$ cat src/rtl/ppd_pkg.sv
// Shared constants, register indexes and types for the periodic pair distance block.
// No dependencies; every other file of the block imports this package.
package ppd_pkg;

    localparam int COORD_WIDTH = 32;
    localparam int DIFF_W      = COORD_WIDTH + 1;
    localparam int BOX_W       = 31;
    localparam int INV_W       = 32;
    localparam int ROUND_FRAC  = 44;
    localparam int PROD_W      = DIFF_W + INV_W;
    localparam int KM_W        = PROD_W + 1 - ROUND_FRAC;
    localparam int BP_W        = BOX_W + KM_W;
    localparam int ADJ_W       = BP_W + 2;
    localparam int SQ_W        = 2 * COORD_WIDTH + 2;
    localparam int DSQ_W       = 64;
    localparam int DIST_W      = 32;
    localparam int REM_W       = 36;
    localparam int ROOT_STEPS  = 32;
    localparam int DIV_STEPS   = 32;
    localparam int DIV_REM_W   = DIST_W + 1;
    localparam int DIV_SAT     = 256;
    localparam int CFG_IDX_W   = 3;
    localparam int CFG_DATA_W  = 32;

    localparam logic [CFG_IDX_W-1:0] REG_PERIODIC = 3'd0;
    localparam logic [CFG_IDX_W-1:0] REG_BOX_X    = 3'd1;
    localparam logic [CFG_IDX_W-1:0] REG_BOX_Y    = 3'd2;
    localparam logic [CFG_IDX_W-1:0] REG_BOX_Z    = 3'd3;
    localparam logic [CFG_IDX_W-1:0] REG_INV_X    = 3'd4;
    localparam logic [CFG_IDX_W-1:0] REG_INV_Y    = 3'd5;
    localparam logic [CFG_IDX_W-1:0] REG_INV_Z    = 3'd6;

    typedef struct packed {
        logic [COORD_WIDTH-1:0] sep_x;
        logic [COORD_WIDTH-1:0] sep_y;
        logic [COORD_WIDTH-1:0] sep_z;
        logic [DSQ_W-1:0]       dist_sq;
    } side_t;

endpackage

$ cat src/rtl/ppd_wrap.sv
// Four-stage minimum-image wrap of one axis: difference, rounding product, box
// multiple and clamp. Depends on ppd_pkg.
module ppd_wrap (
    input  logic                                  clk,
    input  logic                                  en,
    input  logic                                  periodic,
    input  logic [ppd_pkg::BOX_W-1:0]             box,
    input  logic [ppd_pkg::INV_W-1:0]             inv_box,
    input  logic signed [ppd_pkg::COORD_WIDTH-1:0] pos_i,
    input  logic signed [ppd_pkg::COORD_WIDTH-1:0] pos_j,
    output logic signed [ppd_pkg::COORD_WIDTH-1:0] sep
);
    import ppd_pkg::*;

    localparam logic [PROD_W:0] HALF = (PROD_W + 1)'(1) << (ROUND_FRAC - 1);
    localparam logic signed [ADJ_W-1:0] SEP_MAX =
        {{(ADJ_W - COORD_WIDTH + 1){1'b0}}, {(COORD_WIDTH - 1){1'b1}}};
    localparam logic signed [ADJ_W-1:0] SEP_MIN = ~SEP_MAX;

    logic signed [DIFF_W-1:0]      d;
    logic [DIFF_W-1:0]             mag;
    logic [PROD_W-1:0]             prod;
    logic [PROD_W:0]               rsum;
    logic [BP_W-1:0]               bp;
    logic signed [ADJ_W-1:0]       wide;
    logic signed [ADJ_W-1:0]       adj;
    logic signed [COORD_WIDTH-1:0] sep_next;

    logic signed [DIFF_W-1:0]      d1_reg, d2_reg, d3_reg;
    logic [PROD_W-1:0]             prod1_reg;
    logic [KM_W-1:0]               km2_reg;
    logic [BP_W-1:0]               bp3_reg;
    logic signed [COORD_WIDTH-1:0] sep_reg;

    assign d    = {pos_i[COORD_WIDTH-1], pos_i} - {pos_j[COORD_WIDTH-1], pos_j};
    assign mag  = d[DIFF_W-1] ? DIFF_W'(~d + 1'b1) : DIFF_W'(d);
    assign prod = PROD_W'(mag) * PROD_W'(inv_box);
    assign rsum = {1'b0, prod1_reg} + (d1_reg[DIFF_W-1] ? HALF : HALF - 1'b1);
    assign bp   = BP_W'(box) * BP_W'(km2_reg);
    assign wide = {{(ADJ_W - DIFF_W){d3_reg[DIFF_W-1]}}, d3_reg};

    always_comb
    begin
        if (!periodic)
        begin
            adj = wide;
        end
        else if (d3_reg[DIFF_W-1])
        begin
            adj = wide + $signed({2'b00, bp3_reg});
        end
        else
        begin
            adj = wide - $signed({2'b00, bp3_reg});
        end
        if (adj > SEP_MAX)
        begin
            sep_next = SEP_MAX[COORD_WIDTH-1:0];
        end
        else if (adj < SEP_MIN)
        begin
            sep_next = SEP_MIN[COORD_WIDTH-1:0];
        end
        else
        begin
            sep_next = adj[COORD_WIDTH-1:0];
        end
    end

    always_ff @(posedge clk)
    begin
        if (en)
        begin
            d1_reg    <= d;
            prod1_reg <= prod;
            d2_reg    <= d1_reg;
            km2_reg   <= rsum[PROD_W:ROUND_FRAC];
            d3_reg    <= d2_reg;
            bp3_reg   <= bp;
            sep_reg   <= sep_next;
        end
    end

    assign sep = sep_reg;

endmodule

$ cat config.mk
export PLATFORM = sky130hd
export DESIGN_NAME = ppd_wrap
export DESIGN_NICKNAME = d
export VERILOG_FILES = /design/src/rtl/ppd_pkg.sv /design/src/rtl/ppd_wrap.sv
export SDC_FILE = /design/constraint.sdc
export NUM_CORES = 2
export LEC_CHECK = 0
export ABC_AREA = 1
export BUFFER_PORTS_ARGS = -buffer_cell sky130_fd_sc_hd__buf_2
export CAP_MARGIN = 30
export CORE_UTILIZATION = 55
export CTS_CLUSTER_DIAMETER = 50
export CTS_CLUSTER_SIZE = 25
export DETAILED_ROUTE_END_ITERATION = 7
export GPL_ROUTABILITY_DRIVEN = 0
export HOLD_SLACK_MARGIN = 0.08
export PLACE_DENSITY_LB_ADDON = 0.12
export SYNTH_ARGS = -nofsm -noshare
export SYNTH_HDL_FRONTEND = slang
export SYNTH_SLANG_ARGS = --single-unit
export TNS_END_PERCENT = 30
$ cat constraint.sdc
create_clock -name clk -period 12.1 [get_ports clk]
set_input_delay 0 -clock clk [delete_from_list [all_inputs] [get_ports clk]]
set_output_delay 0 -clock clk [all_outputs]
set_load 0.01 [all_outputs]
==> results.sh <==
export IMPL_synth_mux_area_fraction_pct=0
export IMPL_worst_path_max_delay_cell="inv_2"
export IMPL_die_area_sq_um=136000
export IMPL_ys_flop_type="edfxtp_1"
export IMPL_final_setup_skew_ps=51.5
export IMPL_drt_initial_drc_count=5643
export IMPL_detailed_route_wire_length_mm=236
export IMPL_fmaxAchievable_ghz=0.0881
export IMPL_timing_max_slew_rel_slack_pct=23.9
export IMPL_worst_hold_startpoint="pos_j[30]"
export IMPL_r2r_end="bp3_reg[52]"
export IMPL_fin_tns_setup_ps=0
export IMPL_globalRouteTotalUtil_pct=35.3
export IMPL_synth_edff_count=271
export IMPL_drt_drc_violations_left=0
export IMPL_cts_htree_levels=1
export IMPL_synth_fp_nets=11300
export IMPL_synth_seq_area_share_pct=11.0
export IMPL_first_global_vias=63500
export IMPL_longest_individual_stage_delay_on_the_worst_path_ps=690
export IMPL_final_max_slew_viol_count=0
export IMPL_final_layout_size_suffix_gt1_share_pct=4.87
export IMPL_crit_path_end_kind="flip-flop"
export IMPL_synth_instances=9099
export IMPL_grt_setup_unrepaired="false"
export IMPL_clock_sinks=271
export IMPL_ios=162
export IMPL_drt_vias_per_instance=5.60
export IMPL_core_area_sq_um=133000
export IMPL_cts_inserted_buffers=31
export IMPL_worstMarginPinSlew_ps=1140
export IMPL_synth_adder_area_share_pct=49.8
export IMPL_largest_register_ffs=65
export IMPL_synth_distinct_cells=68
export IMPL_grt_remaining_overflow=0
export IMPL_grt_antenna_before_repair=7
export IMPL_worst_r2r_cell_count=26
export IMPL_layout_filler_cells=12300
export IMPL_post_synth_instance_area_sq_um=74100
export IMPL_cp_required_ps=12460
export IMPL_async_reset_ff_share_pct=0
export IMPL_reg_to_reg_startpoint="km2_reg[3]"
export IMPL_synth_area_leader_cell="fa_1"
export IMPL_combinational_family_with_the_most_area_after_synthesis="adder cells"
export IMPL_detail_route_first_pass_iterations=6
export IMPL_critPathArrivalTime_ps=11700
export IMPL_timing_reg2reg_setup_slack_ps=4540
export IMPL_worstSetupStartpoint="pos_i[2]"
export IMPL_detailed_place_hpwl_mm=188
export IMPL_final_antenna_net_count=0
export IMPL_number_of_register_bits_inferred_by_synthesis=271
export IMPL_drv_max_cap_violation_count=0
export IMPL_dr_total_vias=60900
export IMPL_tritoncts="yes"
export IMPL_cts_root_buf="clkbuf_16"
export IMPL_hold_viol_final=0
export IMPL_path_common_cell="nand2_1"
export IMPL_setup_viol=0
export IMPL_area_growth_pct=5.42
export IMPL_synth_top_area_share_pct=40.7
export IMPL_synth_cells_most_frequent="inv_1, nand2_1, fa_1, nor2_1, ha_1"
export IMPL_status="finished clean"
export IMPL_synth_avg_cell_area_sq_um=8.14
export IMPL_clkTransAtPathRegs_ps=80
export IMPL_synth_compound_area_share_pct=4.76
export IMPL_detailed_place_area_sq_um=76500
export IMPL_synthTopCellsByArea="fa_1, edfxtp_1, inv_1, nand2_1, ha_1"
export IMPL_max_clock_path_buffers=3
export IMPL_worstSetupPathType="input port to flip-flop"
export IMPL_layout_nets=11300
export IMPL_grt_start_max_net_pins=132
export IMPL_yosysWarnings=0
export IMPL_post_synth_top_count_cell="inv_1"
export IMPL_initial_utilization_pct=55.5
export IMPL_port_buffers=161
export IMPL_worstSetupStartpointType="input port"
export IMPL_rows=134
export IMPL_clk_latency_ps=650
export IMPL_final_min_clock_period_ps=11350
export IMPL_wire_length_of_the_first_global_routing_pass_mm=365
export IMPL_hold_removal_path_class="input port to flip-flop"
export IMPL_die_height_um=369
export IMPL_routedWlPerCell_um=21.6
export IMPL_yosys_area_share_simple_pct=18.6
export IMPL_post_route_period_util_pct=93.8
export IMPL_design_area_sq_um=78100
export IMPL_floorplan_die_width_um=369
export IMPL_crit_path_max_fanout=43
export IMPL_critPathCapture="prod1_reg[64]"
export IMPL_synthXorXnorAreaFrac_pct=2.74
==> layer usage <==
layer,vias to the layer above,global-route usage (%),wire (um)
met4,14,18.4,15600
li1,26900,-,-
met3,833,7.58,23600
met2,3114,57.9,109000
met1,30100,43.9,87200
met5,-,0.0356,115
==> worst max-delay path, delay by kind of cell <==
family / cells / cell delay (ps)
buf+inv: 9 / 2220
compound gates: 11 / 2430
fa+ha+maj: 10 / 4290
simple gates: 19 / 2700
==> per-stage QoR <==
| step | instances | worst slack (ps) | utilization, % | hold slack [ps] |
|---|---|---|---|---|
| after floorplan | 9099 | 3150 | - | 112 |
| after global placement | 10800 | 1110 | 57.2 | 401 |
| after detailed placement | 10800 | 928 | 57.3 | 405 |
| after CTS | 10900 | 997 | 58.5 | 85.1 |
| after global routing | 10900 | 192 | 58.5 | 121 |
| final | 10900 | 753 | 58.5 | 115 |
==> worst min-delay path by stage <==
stage,endpoint,slack [ps],depth (start not counted)
after floorplan,bp3_reg[0],110,0
after global placement,d2_reg[14],400,0
after detailed placement,d2_reg[16],400,0
after CTS,d1_reg[10],90,5
after global routing,d1_reg[6],120,5
final,d1_reg[30],120,4
==> cell families after synthesis <==
logic type	Yosys count
flip-flops	271
adder cells (fa/ha/maj)	2046
AO/OA/AOI/OAI	613
buffers and inverters	2537
XOR/XNOR	225
AND/OR/NAND/NOR	3407
==> repair_timing <==
action / CTS / global route
buffers inserted: 0 / 0
hold buffers: 35 / 0
resized for setup: 0 / 0
hold endpoints to repair: 154 / 0
==> cell usage in the layout (no fill, tap or decap), types with 6 or more instances in the layout <==
master         count
dlygate4sd3_1     35
clkbuf_16         31
xor2_1           120
nor2_2            24
nand2_1         2053
o21a_1            22
a21o_1            25
ha_1             541
o31ai_1           11
nor2_1           894
nor4_1            20
o21bai_1          16
buf_4             86
fa_1            1505
nand3_1          237
a31oi_1           45
nand3b_1          10
buf_16             6
clkinv_1          10
xnor2_1           99
buf_2            160
a21boi_0           9
nand2_2           30
nor3_1            47
a21oi_1          293
nand4_1           51
a211oi_1           9
inv_2             32
nand2_4            7
edfxtp_1         271
inv_1           2162
o21ai_0          144
==> layout make-up <==
class | instances | area [sq um] | area share (%)
inverters | 2206 | 8290 | 10.6
repair buffers | 288 | 1980 | 2.53
flip-flops and latches | 271 | 8140 | 10.4
clock inverters | 26 | 468 | 0.599
clock buffers | 32 | 779 | 0.998
diodes | 2 | 5.00 | 0.00641
well taps | 1768 | 2210 | 2.83
multi-input cells | 6291 | 56200 | 72.0
Power is not shown: default switching activity piles up to over one toggle a cycle in this logic, so the estimate is an artifact.
